===== config.mk =====
export PLATFORM = sky130hd
export DESIGN_NAME = nsstp_store
export DESIGN_NICKNAME = d
export VERILOG_FILES = /design/src/rtl/nsstp_pkg.sv /design/src/rtl/nsstp_store.sv
export SDC_FILE = /design/constraint.sdc
export NUM_CORES = 1
export LEC_CHECK = 0
export BUFFER_PORTS_ARGS = -buffer_cell sky130_fd_sc_hd__buf_2
export CORE_MARGIN = 4
export CORE_UTILIZATION = 45
export CTS_CLUSTER_SIZE = 24
export DETAILED_ROUTE_END_ITERATION = 8
export SLEW_MARGIN = 10
export SYNTH_ARGS = -nofsm -noshare
export SYNTH_HDL_FRONTEND = slang
export SYNTH_SLANG_ARGS = --single-unit

===== constraint.sdc =====
create_clock -name clk_i -period 3.9 [get_ports clk_i]
set_input_delay 0.195 -clock clk_i [delete_from_list [all_inputs] [get_ports clk_i]]
set_output_delay 0.195 -clock clk_i [all_outputs]
set_load 0.02 [all_outputs]

===== src/rtl/nsstp_pkg.sv =====
// Shared types, sizes and helpers for the nested scope self-time profiler.
// Used by nsstp_alu, nsstp_store and nested_scope_self_time_profiler; no dependencies.
`default_nettype none

package nsstp_pkg;

  localparam int unsigned STACK_DEPTH = 256;
  localparam int unsigned MAX_OPS     = 16;
  localparam int unsigned TIME_W      = 64;

  localparam int unsigned STACK_AW = $clog2(STACK_DEPTH);
  localparam int unsigned OP_AW    = $clog2(MAX_OPS);
  localparam int unsigned CNT_W    = 32;
  localparam int unsigned OP_W     = 8;
  localparam int unsigned MODE_W   = 2;
  localparam int unsigned TS_W     = 64;
  localparam int unsigned OUT_W    = 224;

  typedef enum logic [MODE_W-1:0] {
    MODE_START = 2'd0,
    MODE_ENTER = 2'd1,
    MODE_EXIT  = 2'd2,
    MODE_READ  = 2'd3
  } mode_e;

  typedef enum logic {
    ALU_ADD = 1'b0,
    ALU_SUB = 1'b1
  } alu_op_e;

  typedef logic [OP_AW-1:0]  op_idx_t;
  typedef logic [TIME_W-1:0] time_t;
  typedef logic [CNT_W-1:0]  cnt_t;

  // Control from the sequencer to the per-op counter store.
  typedef struct packed {
    logic    clear;
    logic    self_re;
    op_idx_t self_raddr;
    logic    self_we;
    op_idx_t self_waddr;
    logic    disp_re;
    op_idx_t disp_raddr;
    logic    disp_we;
    op_idx_t disp_waddr;
  } store_req_t;

  // True when the op has per-op counters.
  function automatic logic op_in_range(logic [OP_W-1:0] op);
    return {1'b0, op} < (OP_W + 1)'(MAX_OPS);
  endfunction

endpackage

`default_nettype wire


===== src/rtl/nsstp_store.sv =====
// Per-op self-time and dispatch counter memories with valid bits for fast clearing.
// Depends on nsstp_pkg.
`default_nettype none

module nsstp_store (
  input  logic                   clk_i,
  input  logic                   rst_ni,
  input  nsstp_pkg::store_req_t  req_i,
  input  nsstp_pkg::time_t       self_wdata_i,
  input  nsstp_pkg::cnt_t        disp_wdata_i,
  output nsstp_pkg::time_t       self_rdata_o,
  output nsstp_pkg::cnt_t        disp_rdata_o
);

  nsstp_pkg::time_t self_mem [nsstp_pkg::MAX_OPS];
  nsstp_pkg::cnt_t  disp_mem [nsstp_pkg::MAX_OPS];

  logic [nsstp_pkg::MAX_OPS-1:0] self_vld_q;
  logic [nsstp_pkg::MAX_OPS-1:0] disp_vld_q;
  nsstp_pkg::time_t              self_rd_q;
  nsstp_pkg::cnt_t               disp_rd_q;
  logic                          self_rv_q;
  logic                          disp_rv_q;

  always_ff @(posedge clk_i) begin
    if (req_i.self_we) begin
      self_mem[req_i.self_waddr] <= self_wdata_i;
    end
    if (req_i.disp_we) begin
      disp_mem[req_i.disp_waddr] <= disp_wdata_i;
    end
    if (req_i.self_re) begin
      self_rd_q <= self_mem[req_i.self_raddr];
    end
    if (req_i.disp_re) begin
      disp_rd_q <= disp_mem[req_i.disp_raddr];
    end
  end

  // An entry not written since the last start reads as zero.
  always_ff @(posedge clk_i or negedge rst_ni) begin
    if (!rst_ni) begin
      self_vld_q <= '0;
      disp_vld_q <= '0;
      self_rv_q  <= 1'b0;
      disp_rv_q  <= 1'b0;
    end else begin
      if (req_i.clear) begin
        self_vld_q <= '0;
        disp_vld_q <= '0;
      end else begin
        if (req_i.self_we) begin
          self_vld_q[req_i.self_waddr] <= 1'b1;
        end
        if (req_i.disp_we) begin
          disp_vld_q[req_i.disp_waddr] <= 1'b1;
        end
      end
      if (req_i.self_re) begin
        self_rv_q <= self_vld_q[req_i.self_raddr];
      end
      if (req_i.disp_re) begin
        disp_rv_q <= disp_vld_q[req_i.disp_raddr];
      end
    end
  end

  assign self_rdata_o = self_rv_q ? self_rd_q : '0;
  assign disp_rdata_o = disp_rv_q ? disp_rd_q : '0;

endmodule

`default_nettype wire

* Yosys cells after proc, flatten, opt, wreduce, memory -nomap -nowiden
Memories as Yosys holds them, arrays and structs flattened. A register that Yosys moved wholly into a read port is not among the register bits. Index checks and enable logic that the tools add are counted.
Word-level totals: memories 2, flip-flop bits (word level) 34, memory bits (writable) 1536, latch bits 0, ROM bits 0, output and inout port bits 96
Memories:
- self_mem | depth 16, bits a word 64, rd ports 1, clocked after memory_dff 1, write ports 1, line nsstp_store.sv:15 | nsstp_pkg::time_t self_mem [nsstp_pkg::MAX_OPS];
- disp_mem | depth 16, bits a word 32, rd ports 1, clocked after memory_dff 1, write ports 1, line nsstp_store.sv:16 | nsstp_pkg::cnt_t disp_mem [nsstp_pkg::MAX_OPS];
Cells by class: multipliers 0, reduce and logical (&&, ||, !) cells 4, bitwise logic cells 2, shifts and indexed selects 0, magnitude comparators 6, eq/ne operators 0, divide/modulo/power cells 0, add/subtract/negate cells 0, mux-type cells 18
Operator list (number):
- $mux 16 | 4
- $mux 64 | 1
- $mux 32 | 1
- $or 16x16->16 | 2
- $lt 4x5->1 const B | 4
- $bmux 1 s4 | 2
- $demux 1 s4 | 2
- $ge 4x1->1 const B | 2
- $mux 1 | 8
- $reduce_bool 2->1 | 2
- $logic_and 1x1->1 | 2

* Longest topological paths before layout
depth after elaboration 7, mapped depth 6, mapped depth without buffers 4

* Worst setup path after synthesis
No wires, ideal clock.
kind input-to-reg, start point input port req_i[12] in the netlist's numbering, end point memory self_mem[0][0] in the netlist's numbering, enable pin, slack -1.776 ns, stages 2, arrival time 5.109 ns, path through or3b_2 > nor3_1
RTL lines:
- from (decl) | line nsstp_store.sv:8 | input nsstp_pkg::store_req_t req_i,
- to (decl) | line nsstp_store.sv:15
No word-level cell before the write port.

* Worst setup path in the final report
start point register disp_rv_q, end point output port disp_rdata_o[7]
Between the ends: longest elaborated chain between the ends 1
RTL lines:
- from (decl) | line nsstp_store.sv:23 | logic disp_rv_q;
- from (signal assigned) | line nsstp_store.sv:63 | disp_rv_q <= disp_vld_q[req_i.disp_raddr];
- $mux 32 | line nsstp_store.sv:69 | assign disp_rdata_o = disp_rv_q ? disp_rd_q : '0;
- to (decl) | line nsstp_store.sv:12 | output nsstp_pkg::cnt_t disp_rdata_o
Every way passes these cells.

==> summary.txt <==
STA
  • TNS Setup: 0 ns
  • Slew @ Worst Pin: between 1 and 1.5 ns
  • RSZ-0062 raised after global routing: false
  • Hold WS: 0.123 ns
  • Post-layout min period: slightly below 3 ns
  • Slew Limit Fails: 0
  • Clock Skews: around 0.015 ns
  • FMAX: 347 MHz
  • Max-slew headroom: between 20% and 30%
  • Hold Vio Cnt, Final: 0
  • Fin crit share: about 74%
  • Final setup viols: 0

Setup path
  • Crit path buf inv count: 2
  • Crit path kind: reg2out
  • Critical Path RT: 3.70 ns
  • R2R depth: 2
  • Reg2reg start: self_mem[14][0]$_DFFE_PP_
  • Worst reg-to-reg setup slack: around 2.2 ns
  • WP data arrival: about 2.7 ns
  • Critical path's top delay family: flip-flops
  • CP max stage delay: roughly 1.1 ns
  • Critical Path End Type: output port
  • Startpoint types: flop
  • Worst path slowest cell: dfrtp_1
  • Reg2Reg Capture Point: self_rd_q[0]$_DFFE_PP_
  • Critical path, cell by cell: buf_4 > and2_1 > buf_2
  • Crit Path Max Fanout: 20

Global routing
  • First-pass GRT wire length: 206000 um
  • GRT Overall Usage: 19.6%
  • Largest net degree at the start of global routing: 73
  • Vias in the first global route: roughly 30000
  • Gr ovfl total: 0
  • Initial antenna violation count: 17

Floorplanning
  • Std-Cell Rows: roughly 140
  • Die Height: ~380 um
  • Initial Util: around 45%
  • Core box area: between 0.1 and 0.15 mm2
  • I/O pin count: between 200 and 250
  • Die ar.: between 0.1 and 0.15 mm2
  • DIE WIDTH: 381 um

Logic synthesis
  • Post-synthesis simple-gate area fraction: between 1.5 and 2%
  • Largest family of logic cells by synthesized area: multiplexers
  • Post-synth top area share: 78.1%
  • Post-Synth XOR/XNOR Area: 0%
  • Post-synth top cells: 1632 x edfxtp_1, 488 x mux4_2, 96 x and2_1
  • Seq/Total Area, Yosys: 79.5%
  • Post-Syn Nets: approximately 2600
  • Fraction of registers with async set or reset after synthesis: 2.04%
  • Synth area leader: edfxtp_1
  • Synth cell types: 17
  • Top area cells in the synthesized netlist: edfxtp_1 78%, mux4_2 18%, dfrtp_1 1.4%
  • Flops & latches, synth: 1666
  • Most frequent cell after synthesis: edfxtp_1
  • Cell Area, Synth: 0.0627 mm2
  • Synth Instances: 2491
  • Post-synthesis compound-gate area fraction: 0%
  • Synth Area in Adders: 0%
  • Top_reg_cell synth: edfxtp_1
  • Number of flops mapped to enable cells by yosys: 1632
  • Mux cell area share after synthesis: between 15 and 20%
  • Synth warn: 0
  • Synth Area per Inst: 25.2 um2

Routing
  • Drt pass-1 iters: 5
  • DR vias: around 28000
  • Drt initial violations: 2599
  • Wirelength per Cell: roughly 29 um
  • DR DRC count: 0
  • Overall routed net length: 141000 um
  • DR vias/cell: between 5 and 6
  • Routed Antenna Nets: 0

Finish
  • Area Growth Syn to Fin: 16.4%
  • Post-layout nets: 3056
  • Fin area: around 0.073 mm2
  • Layout cell share with drive strength beyond 1: 34.1%
  • Final core utilization: between 50% and 60%

Pwr
  • Peak supply drop: about 410 uV
  • Pwr Density: 510 mW/mm2
  • Leakage power: about 23 nW

Clock tree
  • Setup Buffers After CTS: 0
  • Reg clk slew, reported paths: around 0.060 ns
  • CTS Buf Count: approximately 170
  • Hold Buf Count CTS: 102
  • Clock Root Buffer: clkbuf_16
  • TritonCTS clock tree: yes
  • H-tree Lvls: 4
  • Skew-Pair Late Insertion Delay: ~0.77 ns
  • Post-CTS Resized: 0
  • Clock sinks: between 1500 and 2000
  • CTS Buffer Depth: 3

Worst hold path
  • Tightest Hold Check Type: in2reg
  • Worst hold stages: 1
  • Hold Startpoint: req_i[19]
  • WHS Endpoint: self_rd_q[36]$_DFFE_PP_

Placement
  • I/O Buffers: 214
  • Dpl cell area: 0.0668 mm2
  • Post-DP HPWL: a little over 70000 um
  • Routability cong.: ~0.73

Run
  • Max_cap viols: 0

Outcome
  • Outcome: completed
[kinds of logic (layout without fill, tap and decap cells)]
| group | count (synthesis) | count (layout) |
|---|---|---|
| buffers and inverters | 123 | 698 |
| flip-flops | 1666 | 1666 |
| multiplexers | 496 | 496 |
| other | 0 | 7 |
| AND/OR/NAND/NOR | 206 | 206 |
[per-stage QoR]
| stage | power (W) | setup slack [ns] | instances |
|---|---|---|---|
| 5_1_grt | 0.0386 | 0.880 | 4931 |
| 3_3_place_gp | 0.0223 | 1.41 | 4529 |
| 3_5_place_dp | 0.0224 | 1.37 | 4529 |
| 2_1_floorplan | 0.0216 | -0.0384 | 2491 |
| 6_report | 0.0373 | 1.02 | 4936 |
| 4_1_cts | 0.0377 | 0.888 | 4929 |
[power breakdown]
part	total, W	internal [W]	switching (W)
clock network	0.0152	0.00877	0.00643
registers	0.0203	0.0201	0.000127
logic	0.00180	0.000830	0.000966
[registers in the layout (all words and copies together) (netlist names)]
register / count
disp_vld_q: 16
self_rv_q: 1
disp_rd_q: 32
self_vld_q: 16
self_mem: 1024
self_rd_q: 64
disp_rv_q: 1
disp_mem: 512
[worst reg2reg max path: cells and delay by family, from the launching register on]
kind | cells | cell delay [ns]
muxes | 2 | 1.02
DFF | 1 | 0.37
[cell type report]
cell class	count	area, um2
clock inverters	88	752
repair buffers	400	3230
flip-flops and latches	1666	49900
multi-input cells	702	12400
clock buffers	210	4440
well taps	1863	2330
fillers	10400	65000
diodes	7	17.5
[worst max path at each step]
stage | from | to | slack, ns | cells past startpoint
after floorplan | req_i[12] | self_mem[2][0]$_DFFE_PP_ | -0.04 | 2
after global placement | req_i[15] | self_rd_q[23]$_DFFE_PP_ | 1.41 | 4
after detailed placement | req_i[5] | disp_rd_q[19]$_DFFE_PP_ | 1.37 | 4
after CTS | disp_rv_q$_DFFE_PN0P_ | disp_rdata_o[10] | 0.89 | 3
after global routing | disp_rv_q$_DFFE_PN0P_ | disp_rdata_o[10] | 0.88 | 3
final | disp_rv_q$_DFFE_PN0P_ | disp_rdata_o[7] | 1.02 | 3
[routing by layer]
metal | share of wire [%] | wire, um | GRT usage, % | up-vias
met4 | 2.1 | 2960 | 5.42 | 8
li1 | - | - | - | 11600
met3 | 6.7 | 9520 | 3.69 | 208
met1 | 39 | 55000 | 25.6 | 15200
met2 | 52 | 73900 | 34.0 | 1002
met5 | 0.035 | 49 | 0 | -
[layout by cell type, fill, tap and decap left out, types with 7 or more instances in the layout]
master and n:
buf_4 49, bufinv_16 11, buf_2 207, and2_1 96, diode_2 7, clkinv_1 38
clkinv_2 26, nor2_1 64, dfrtp_1 33, clkbuf_16 171, edfxtp_1 1632, nor2_4 24
mux4_2 488, buf_12 37, dlygate4sd3_1 102, clkbuf_1 38
No activity file was read; power rests on OpenSTA's default activity.
