### config.mk
export PLATFORM = sky130hd
export DESIGN_NAME = nsstp_alu
export DESIGN_NICKNAME = d
export VERILOG_FILES = /design/src/rtl/nsstp_pkg.sv /design/src/rtl/nsstp_alu.sv
export SDC_FILE = /design/constraint.sdc
export NUM_CORES = 1
export LEC_CHECK = 0
export BUFFER_PORTS_ARGS = -buffer_cell sky130_fd_sc_hd__buf_2
export CAP_MARGIN = 15
export CELL_PAD_IN_SITES_DETAIL_PLACEMENT = 1
export CELL_PAD_IN_SITES_GLOBAL_PLACEMENT = 2
export CORE_AREA = 5 5 129 131
export DETAILED_ROUTE_END_ITERATION = 8
export DIE_AREA = 0 0 134 136
export PLACE_DENSITY_LB_ADDON = 0.1
export SYNTH_ARGS = -nofsm -noshare
export SYNTH_HDL_FRONTEND = slang
export SYNTH_SLANG_ARGS = --single-unit
### constraint.sdc
create_clock -name vclk -period 15.1
set_clock_uncertainty 0.15 [all_clocks]
set_input_delay 3.02 -clock vclk [all_inputs]
set_output_delay 3.02 -clock vclk [all_outputs]
set_load 0.02 [all_outputs]
### src/rtl/nsstp_pkg.sv
// Shared types, sizes and helpers for the nested scope self-time profiler.
// Used by nsstp_alu, nsstp_store and nested_scope_self_time_profiler; no dependencies.
`default_nettype none

package nsstp_pkg;

  localparam int unsigned STACK_DEPTH = 256;
  localparam int unsigned MAX_OPS     = 16;
  localparam int unsigned TIME_W      = 64;

  localparam int unsigned STACK_AW = $clog2(STACK_DEPTH);
  localparam int unsigned OP_AW    = $clog2(MAX_OPS);
  localparam int unsigned CNT_W    = 32;
  localparam int unsigned OP_W     = 8;
  localparam int unsigned MODE_W   = 2;
  localparam int unsigned TS_W     = 64;
  localparam int unsigned OUT_W    = 224;

  typedef enum logic [MODE_W-1:0] {
    MODE_START = 2'd0,
    MODE_ENTER = 2'd1,
    MODE_EXIT  = 2'd2,
    MODE_READ  = 2'd3
  } mode_e;

  typedef enum logic {
    ALU_ADD = 1'b0,
    ALU_SUB = 1'b1
  } alu_op_e;

  typedef logic [OP_AW-1:0]  op_idx_t;
  typedef logic [TIME_W-1:0] time_t;
  typedef logic [CNT_W-1:0]  cnt_t;

  // Control from the sequencer to the per-op counter store.
  typedef struct packed {
    logic    clear;
    logic    self_re;
    op_idx_t self_raddr;
    logic    self_we;
    op_idx_t self_waddr;
    logic    disp_re;
    op_idx_t disp_raddr;
    logic    disp_we;
    op_idx_t disp_waddr;
  } store_req_t;

  // True when the op has per-op counters.
  function automatic logic op_in_range(logic [OP_W-1:0] op);
    return {1'b0, op} < (OP_W + 1)'(MAX_OPS);
  endfunction

endpackage

`default_nettype wire

### src/rtl/nsstp_alu.sv
// Shared TIME_W-bit add/subtract unit of the profiler.
// Depends on nsstp_pkg.
`default_nettype none

module nsstp_alu (
  input  nsstp_pkg::alu_op_e op_i,
  input  nsstp_pkg::time_t   a_i,
  input  nsstp_pkg::time_t   b_i,
  output nsstp_pkg::time_t   y_o
);

  logic sub;

  assign sub = (op_i == nsstp_pkg::ALU_SUB);

  // One carry chain: subtract as add of the complement plus one.
  assign y_o = a_i + (sub ? ~b_i : b_i) + nsstp_pkg::TIME_W'(sub);

endmodule

`default_nettype wire

# Word level (Yosys, flattened, before mapping)
# Cells that the tools add are included.
classes:
  n_mux: 1
  mul: 0
  reduce_logical: 0
  magnitude_cmp: 0
  n_eq_ne: 0
  shifts: 0
  div: 0
  add_sub_neg: 2
  n_bitwise: 1
op_table:
  columns: ["op", "n"]
  rows:
  - ["$add A64 B1 Y64", 1]
  - ["$add A64 B64 Y64", 1]
  - ["$mux W64", 1]
  - ["$not A64 Y64", 1]
totals:
  regBits: 0
  latch_bits: 0
  mem_bits_ro: 0
  ramBits: 0
  out_inout_bits: 64
  wordCells: 4
  n_memories: 0

# Longest topological paths before layout
# Gate-level depths: netlist of run 1.
depth:
  word_depth: 4
  ltp_mapped: 15
  depth_no_buf: 13

# Worst setup path before layout of run 1
# OpenSTA, ideal clock, no wires.
synth_timing:
  path_kind: "in2out"
  from: "input op_i"
  to: "output y_o[57]"
  cell_stages: 14
  setup_slack_ns: 5.658
  arrival_ns: 6.272
  path_buffers: 2
  required_ns: 11.930
  cell_sequence: "buf_4 > buf_1 > xor2_1 > ha_1 > and3_1 > a221o_1 > a21oi_1 > a2111oi_2 > o41a_2 > o21ai_1 > and3_4 > o21a_1 > o21ai_1 > xnor2_1"
synth_between:
  elab_chain_cells: 3
synth_rtl:
  columns: ["item", "line", "source"]
  rows:
  - ["from (decl)", "nsstp_alu.sv:6", "input nsstp_pkg::alu_op_e op_i,"]
  - ["$mux W64", "nsstp_alu.sv:17", "assign y_o = a_i + (sub ? ~b_i : b_i) + nsstp_pkg::TIME_W'(sub);"]
  - ["$add A64 B64 Y64", "nsstp_alu.sv:17", null]
  - ["$add A64 B1 Y64 (*)", "nsstp_alu.sv:17", null]
  - ["to (decl)", "nsstp_alu.sv:9", "output nsstp_pkg::time_t y_o"]
# Mark *: on every way between the ends. The rest lies on a longest branch, timed or not.

# Worst setup path in the final report of run 1
layout_timing:
  from: "input op_i"
  to: "output y_o[62]"
# Same word-level chain as after synthesis.

==> results by group, run 1 <==
Run status
  • Status: completed

Synthesis
  • Synth cell types: 54
  • Main combinational cell family by area after synthesis: compound AO/OA/AOI/OAI gates
  • Adder-Cell Fraction of Synth Area: about a fifth
  • Syn. warnings: 0
  • Synthesized cell area: ~0.0042 mm^2
  • Mux cell area share after synthesis: 0.712%
  • Cells after Synth: ~590
  • Xor/xnor share of the synthesized area: between 20% and 30%
  • Mapped Nets: ~800
  • Largest area contributor in the netlist: ha_1
  • Synth area leaders: ha_1, xor2_1, xnor2_1, a21o_1, a21oi_1
  • Post-synth top area share: between 20 and 25%
  • Synth Area in Compound Gates: around a third
  • Most frequent cells after synthesis: xor2_1, ha_1, a21oi_1
  • Simple-Gate Fraction of Synth Area: about 16%
  • Mean Syn Cell Area: between 7 and 8 um^2
  • Sequential area share after synthesis: 0%
  • Most frequent cell after synthesis: xor2_1

Finish
  • FFs & Latches: 0
  • Flip-flop and latch area: 0 um^2
  • Clk_buf instances: 0
  • Layout cell share with drive strength beyond 1: between 20% and 30%
  • Area grow syn2layout: 26.1%
  • Final #Nets: roughly 960

Hold path
  • Hold Path Cell Cnt: 3
  • Hold_sp: a_i[0]
  • Hold EP: y_o[0]
  • Hold Path Class: in -> out

STA
  • Slew margin rel.: 44.4%
  • Count of final setup violators: 0
  • Fin. max-slew vios: 0
  • Final TNS setup: 0 ns
  • Hold WS: about 6.2 ns
  • RSZ-0062 raised after global routing: no
  • Tcrit/Tclk final: between 60 and 70%
  • Fmax: around 96 MHz
  • Post-route minimum period: around 10 ns
  • Actual slew at the worst max-slew pin: around 0.82 ns
  • Fin. Hold Viols: 0

Detailed routing
  • DR iter-0 viols: 149
  • Post-Route WL: around 16 mm
  • Detailed-route vias per instance: between 5 and 6
  • Vias post-DR: 4838
  • Routed Antenna Nets: 0
  • Pre-antenna DRT Iters: 4
  • DRC violation count after routing: 0
  • Avg WL per Cell: between 15 and 20 um

Power
  • Sequential power share: 0%
  • NetSw: roughly 0.26 mW
  • Lkg Pwr: between 2 and 3 nW
  • Total power draw: around 0.43 mW
  • Cell Int Power: roughly 0.16 mW
  • Pwr Density: 80.0 mW/mm^2
  • Combinational Power Share: 100.0%
  • Worst VDD drop: around 33 uV
  • Sw frac: around 62%
  • Clock Power Share: 0%

GRT
  • First-pass GRT wire length: 25.5 mm
  • Vias in the first global route: about 5200
  • Antenna violations before repair: 1
  • Gr usage total: between 10% and 20%
  • Grt total ovfl: 0
  • Largest net degree at the start of global routing: 39

Die
  • Core Rows: 46
  • Die Span Y: ~140 um
  • Io pins: 193
  • Die Area: about 0.018 mm^2
  • Initial Utilization: ~27%
  • Die span in x: about 130 um
  • Total core area: around 0.015 mm^2

Place
  • Gp weighted congestion: a little over 0.8
  • DP HPWL: roughly 14 mm
  • Number of buffers added on ports: slightly below 200

Clock tree
  • # Post-CTS Setup Buffers: 0
  • CTS resizes: 0
  • Hold Buf Count CTS: 0

Job
  • Max-Cap Viols: 0

Critical path
  • Data required, critical path: around 12 ns
  • Crit path DAT: between 7 and 8 ns
  • Crit Path Category: in -> out
  • Startpoint Class: input port
  • CP max FO: 38
  • Setup crit end kind: output pin
==> critical path, cell delays in order <==
cell,delay (ns)
buf_4,0.36
buf_4,0.60
xor2_1,0.17
ha_1,0.38
a21o_1,0.20
a21o_1,0.17
a221oi_1,0.53
inv_2,0.04
nor4_1,0.43
o21ai_1,0.25
o211ai_1,0.37
o211ai_1,0.13
a21oi_1,0.19
xnor2_1,0.15
buf_2,0.20
==> metal layers <==
metal  wire [um]  track usage (%)  vias up
li1            -                -     2482
met1        7320             21.4     2235
met2        7880             30.5      113
met3         624             1.22        8
met4         108             1.43        0
met5           0                0        -
==> stage by stage <==
step	util, %	setup WS (ns)	std cells	area [um^2]
after floorplan	-	5.66	594	4220
after global placement	34.4	4.72	950	5320
after detailed placement	34.4	4.62	950	5320
after CTS	34.4	4.61	950	5320
after global routing	34.4	4.27	951	5320
final	34.4	4.66	951	5320
==> power by group through the flow <==
| stage | Sequential (mW) | Clock, mW | Combinational (mW) |
|---|---|---|---|
| final | 0 | 0.00000000889 | 0.426 |
| after detailed placement | 0 | 0 | 0.430 |
| after global routing | 0 | 0.00000000889 | 0.467 |
| after floorplan | 0 | 0 | 0.294 |
| after global placement | 0 | 0 | 0.429 |
| after CTS | 0 | 0 | 0.432 |
==> cell families (layout without fill, tap and decap cells) <==
logic type               Yosys count  count (layout)
AO/OA/AOI/OAI                    208             208
AND/OR/NAND/NOR                  135             135
XOR/XNOR                         126             126
adder cells (fa/ha/maj)           69              69
buffers and inverters             53             217
multiplexers                       3               3
other                              0               1
==> how the worst max path moves through the flow <==
stage / start / to / depth (start not counted)
global placement: op_i / y_o[62] / 15
detailed placement: op_i / y_o[62] / 15
CTS: op_i / y_o[62] / 15
global route: op_i / y_o[62] / 15
finish: op_i / y_o[62] / 15
floorplan: op_i / y_o[57] / 14
==> layout make-up <==
type | instances | area (um^2)
Tap cell | 192 | 240
Antenna cell | 1 | 2.50
Timing Repair Buffer | 194 | 976
Fill cell | 1994 | 10200
Multi-Input combinational cell | 541 | 4020
Inverter | 23 | 86.3
==> placed cells by master (no fill, tap or decap), types with 6 or more instances in the layout <==
master / n
nor2b_1: 7
o21a_1: 8
xor2_1: 86
a21o_1: 46
o21ai_1: 22
xnor2_1: 40
nor3_1: 6
nor2_1: 31
ha_1: 68
o21ai_0: 16
nand2_1: 41
inv_1: 22
nand4_1: 27
a21oi_1: 66
o21bai_1: 9
buf_2: 192
Power figures use the tool's default switching activity.
==> run 2: changes to the inputs <==
CORE_AREA = 5 5 142 144   (was 5 5 129 131)
DIE_AREA = 0 0 147 149   (was 0 0 134 136)
clock period = 8.9 ns   (was 15.1 ns; I/O delays follow)
==> run 2 against run 1 <==
First-iteration DRC count shrank 29%; combinational power increased by 71%; global-route usage down 1.6 points; critical endpoint unchanged; hold slack got worse by 2.5 ns; sequential share of layout area unchanged; largest cell class unchanged; power is 71% higher; routed wire length increased by 7.0%; clock-buffer cell count is the same.
==> results by group, run 2 (synthesized netlist as in run 1, its figures left out) <==
STA
  • Count of final setup violators: 0
  • Fin. Hold Viols: 0
  • Fin. max-slew vios: 0
  • Actual slew at the worst max-slew pin: around 0.8 ns
  • Fin worst setup slack: approximately 1 ns
  • RSZ-0062 raised after global routing: no
  • Slew margin rel.: 46.0%
  • Post-route minimum period: between 7 and 8 ns
  • Tcrit/Tclk final: roughly nine tenths
  • Final TNS setup: 0 ns
  • Fmax: between 100 and 150 MHz

Finish
  • Fillers: around 2400
  • Non-Filler Instances: 992
  • # diodes: 0
  • Layout cell share with drive strength beyond 1: 26.4%
  • Commonest non-fill, non-tap cell in the layout: buf_2
  • Most frequent cells in the layout: buf_2, xor2_1, ha_1, a21oi_1, a21o_1
  • Flip-flop and latch area: 0 um^2
  • Final #Nets: about 960
  • Clk_buf instances: 0
  • FFs & Latches: 0
  • Area grow syn2layout: 27.3%

Hold path
  • Hold_sp: a_i[0]
  • Hold EP: y_o[0]
  • Hold Path Cell Cnt: 3
  • Hold Path Class: in -> out

Power
  • Cell Int Power: 0.274 mW
  • Lkg Pwr: ~2.8 nW
  • Sw frac: between 60 and 70%
  • Pwr Density: around 140 mW/mm^2
  • Sequential power share: 0%
  • NetSw: 0.454 mW
  • Combinational Power Share: 100.0%
  • Worst VDD drop: roughly 65 uV
  • Clock Power Share: 0%

Critical path
  • Slowest cell on the critical path: buf_4
  • Crit path DAT: about 6.0 ns
  • Startpoint Class: input port
  • Setup crit end kind: output pin
  • Slowest stage delay, CP: about 0.54 ns
  • Data required, critical path: 6.97 ns
  • CP bufs+invs: 4
  • CP max FO: 38
  • Crit path cell chain: buf_4 -> buf_4 -> xor2_1 -> ha_1 -> a21o_1 -> a221oi_1 -> inv_2 -> nor4_1 -> o21ai_1 -> o211ai_1 -> o211ai_1 -> a21oi_1 -> xnor2_1 -> buf_2
  • Crit Path Category: in -> out
  • Delay-heaviest family, CP: compound AO/OA/AOI/OAI gates

Clock tree
  • CTS resizes: 0
  • # Post-CTS Setup Buffers: 0
  • Hold Buf Count CTS: 0

Place
  • DP HPWL: between 15 and 20 mm
  • DP Worst Slack: 0.949 ns
  • Post-placement cell count: 992
  • Gp weighted congestion: a little over 0.8
  • Number of buffers added on ports: a little under 200

GRT
  • Antenna violations before repair: 0
  • Largest net degree at the start of global routing: 39
  • Grt total ovfl: 0
  • First-pass GRT wire length: between 20 and 30 mm
  • Vias in the first global route: ~5400
  • Gr usage total: between 10 and 15%

Detailed routing
  • DRC violation count after routing: 0
  • Vias post-DR: 4831
  • DR iter-0 viols: between 100 and 150
  • Post-Route WL: between 15 and 20 mm
  • Detailed-route vias per instance: ~4.9
  • Pre-antenna DRT Iters: 4
  • Routed Antenna Nets: 0
  • Avg WL per Cell: between 15 and 20 um

Die
  • Die Area: about 0.022 mm^2
  • Total core area: between 0.015 and 0.02 mm^2
  • Die Span Y: roughly 150 um
  • Initial Utilization: between 20% and 30%
  • Die span in x: 147 um
  • Io pins: 193
  • Core Rows: 50

Run status
  • Status: completed

Job
  • Max-Cap Viols: 0
[run 2: cell count changes in the layout (fill, tap and decap cells not counted)]
| cell | delta |
|---|---|
| diode_2 | -1 |
[run 2: worst max-delay path by stage]
stage                     start       to  slack (ns)  cells after the start
after global routing       op_i  y_o[62]        0.67                     15
final                      op_i  y_o[62]        1.02                     14
after global placement     op_i  y_o[62]        1.16                     14
after detailed placement   op_i  y_o[62]        0.95                     14
after floorplan            op_i  y_o[57]        1.94                     14
after CTS                  op_i  y_o[62]        0.95                     14
[run 2: cell type report]
class | instances | area, um^2 | share of cell area [%]
Multi-Input combinational cell | 541 | 4020 | 74.8
Timing Repair Buffer | 194 | 976 | 18.2
Tap cell | 234 | 293 | 5.45
Inverter | 23 | 86.3 | 1.61
[run 2: per-layer routing]
metal  up-vias  global-route usage, %  share of wire (%)
met3         6                   1.46                4.2
met4         0                  0.699               0.51
met5         -                      0                  0
li1       2486                      -                  -
met2       117                   27.9                 50
met1      2222                   19.0                 46
[run 2: per-stage QoR]
stage | utilization, % | hold slack [ns] | instance area [um^2] | total power [mW]
CTS | 28.9 | 3.72 | 5370 | 0.742
global placement | 28.9 | 3.72 | 5370 | 0.736
floorplan | - | 3.53 | 4220 | 0.499
finish | 28.9 | 3.72 | 5370 | 0.729
global route | 28.9 | 3.73 | 5370 | 0.802
detailed placement | 28.9 | 3.72 | 5370 | 0.738
[run 2: power by group through the flow]
| stage | Combinational (mW) | Clock, mW | Sequential (mW) |
|---|---|---|---|
| final | 0.729 | 0 | 0 |
| after floorplan | 0.499 | 0 | 0 |
| after global routing | 0.802 | 0 | 0 |
| after global placement | 0.736 | 0 | 0 |
| after detailed placement | 0.738 | 0 | 0 |
| after CTS | 0.742 | 0 | 0 |
==> run 3: changes to the inputs <==
CORE_AREA = 5 5 102 200   (was 5 5 142 144)
DIE_AREA = 0 0 107 205   (was 0 0 147 149)
==> run 3 against run 2 <==
Hold slack gained 0.012 ns; worst setup slack gained 0.14 ns; routed wire length grew 10%; largest power group unchanged; power grew 2.0%; non-clock buffer count grew 2; highest routed layer unchanged.
==> results by group, run 3 (synthesized netlist as in run 1, its figures left out) <==
Hold path
  • Hold Path Class: in -> out

Detailed routing
  • Pre-antenna DRT Iters: 4
  • Vias post-DR: 4999
  • WL met2: roughly 12 mm
  • Routed Antenna Nets: 0
  • Met1 wire length: approximately 5.8 mm
  • Met3 wire length: 583 um
  • Detailed-route vias per instance: 5.09
  • Top sig layer: met4
  • Avg WL per Cell: ~19 um
  • DRC violation count after routing: 0
  • Post-Route WL: about 19 mm
  • DR iter-0 viols: 49

Critical path
  • Setup crit end kind: output pin
  • Slowest cell on the critical path: a221oi_1
  • Crit path cell chain: buf_4 -> buf_4 -> xor2_1 -> ha_1 -> a21o_1 -> a21o_1 -> a221oi_1 -> inv_2 -> nor4_1 -> o21ai_1 -> o211ai_1 -> o211ai_1 -> a21oi_1 -> xnor2_1 -> buf_2
  • Startpoint Class: input port
  • Slowest stage delay, CP: approximately 0.56 ns
  • Crit path DAT: roughly 5.8 ns
  • Data required, critical path: roughly 7.0 ns
  • CP max FO: 37
  • Delay-heaviest family, CP: compound AO/OA/AOI/OAI gates
  • Crit path depth: 15
  • Crit Path Category: in -> out
  • CP bufs+invs: 4
  • Critical path origin: op_i
  • CP Capture Point: y_o[62]

GRT
  • Vias in the first global route: 5679
  • Antenna violations before repair: 3
  • Gr usage total: around 16%
  • Largest net degree at the start of global routing: 38
  • First-pass GRT wire length: between 20 and 30 mm
  • Grt total ovfl: 0

Finish
  • Clk_buf instances: 0
  • Layout cell share with drive strength beyond 1: between 20% and 30%
  • Flip-flop and latch area: 0 um^2
  • Commonest non-fill, non-tap cell in the layout: buf_2
  • Final #Nets: 960
  • FFs & Latches: 0
  • Most frequent cells in the layout: buf_2, xor2_1, ha_1, a21oi_1, a21o_1
  • Fin area: 0.00538 mm^2
  • Area grow syn2layout: 27.4%
  • Post-layout util: between 20 and 30%

Clock tree
  • Hold Buf Count CTS: 0
  • CTS resizes: 0
  • # Post-CTS Setup Buffers: 0

Power
  • Worst VDD drop: approximately 56 uV
  • Pwr Density: between 100 and 150 mW/mm^2
  • Lkg Pwr: 2.78 nW
  • Total power draw: approximately 0.74 mW

STA
  • Count of final setup violators: 0
  • Actual slew at the worst max-slew pin: around 0.75 ns
  • Fin. Hold Viols: 0
  • Fmax: about 130 MHz
  • Fin. max-slew vios: 0
  • Post-route minimum period: around 7.7 ns
  • Tcrit/Tclk final: 86.9%
  • Fin worst setup slack: around 1.2 ns
  • Slew margin rel.: 49.6%
  • RSZ-0062 raised after global routing: no
  • Final TNS setup: 0 ns

Die
  • Total core area: roughly 0.019 mm^2
  • Die Area: ~0.022 mm^2
  • Die Span Y: 205 um
  • Die span in x: approximately 110 um
  • Core Rows: 71
  • Initial Utilization: 22.6%
  • Io pins: around 190

Job
  • Max-Cap Viols: 0

Place
  • Number of buffers added on ports: just under 200
  • DP HPWL: between 15 and 20 mm
  • DP Worst Slack: roughly 1.1 ns
  • Placed cell area: 0.00537 mm^2
  • Gp weighted congestion: slightly below 0.9

Run status
  • Status: completed
[run 3: changes by cell type in the layout (fill, tap and decap cells not counted)]
cell     before  now
buf_4         2    4
diode_2       0    3
[run 3: worst min-delay path, stage by stage]
cell and delay [ns]:
buf_2 0.11, xor2_1 0.06, buf_2 0.15
[run 3: layout make-up]
cell class	count	area [um^2]
fillers	2398	13300
inverters	23	86.3
multi-input cells	541	4020
repair buffers	196	991
diodes	3	7.51
well taps	219	274
[run 3: how the worst min path moves through the flow]
stage,cells after the start,from,endpoint
detailed placement,3,a_i[0],y_o[0]
global route,3,a_i[0],y_o[0]
floorplan,1,b_i[0],y_o[0]
CTS,3,a_i[0],y_o[0]
global placement,3,a_i[0],y_o[0]
finish,3,a_i[0],y_o[0]
[run 3: through the flow]
step	hold slack [ns]	instances
finish	3.73	982
global route	3.75	982
global placement	3.73	979
floorplan	3.53	594
CTS	3.73	979
detailed placement	3.73	979
[run 3: power breakdown]
group / switching, mW / internal [mW]
Sequential: 0 / 0
Combinational: 0.467 / 0.276
Clock: 0 / 0.0000000452
[run 3: per-layer routing]
metal	up-vias	GRT usage, %
met5	-	0
met4	0	3.80
met3	24	1.01
met2	120	38.4
met1	2372	13.5
li1	2483	-
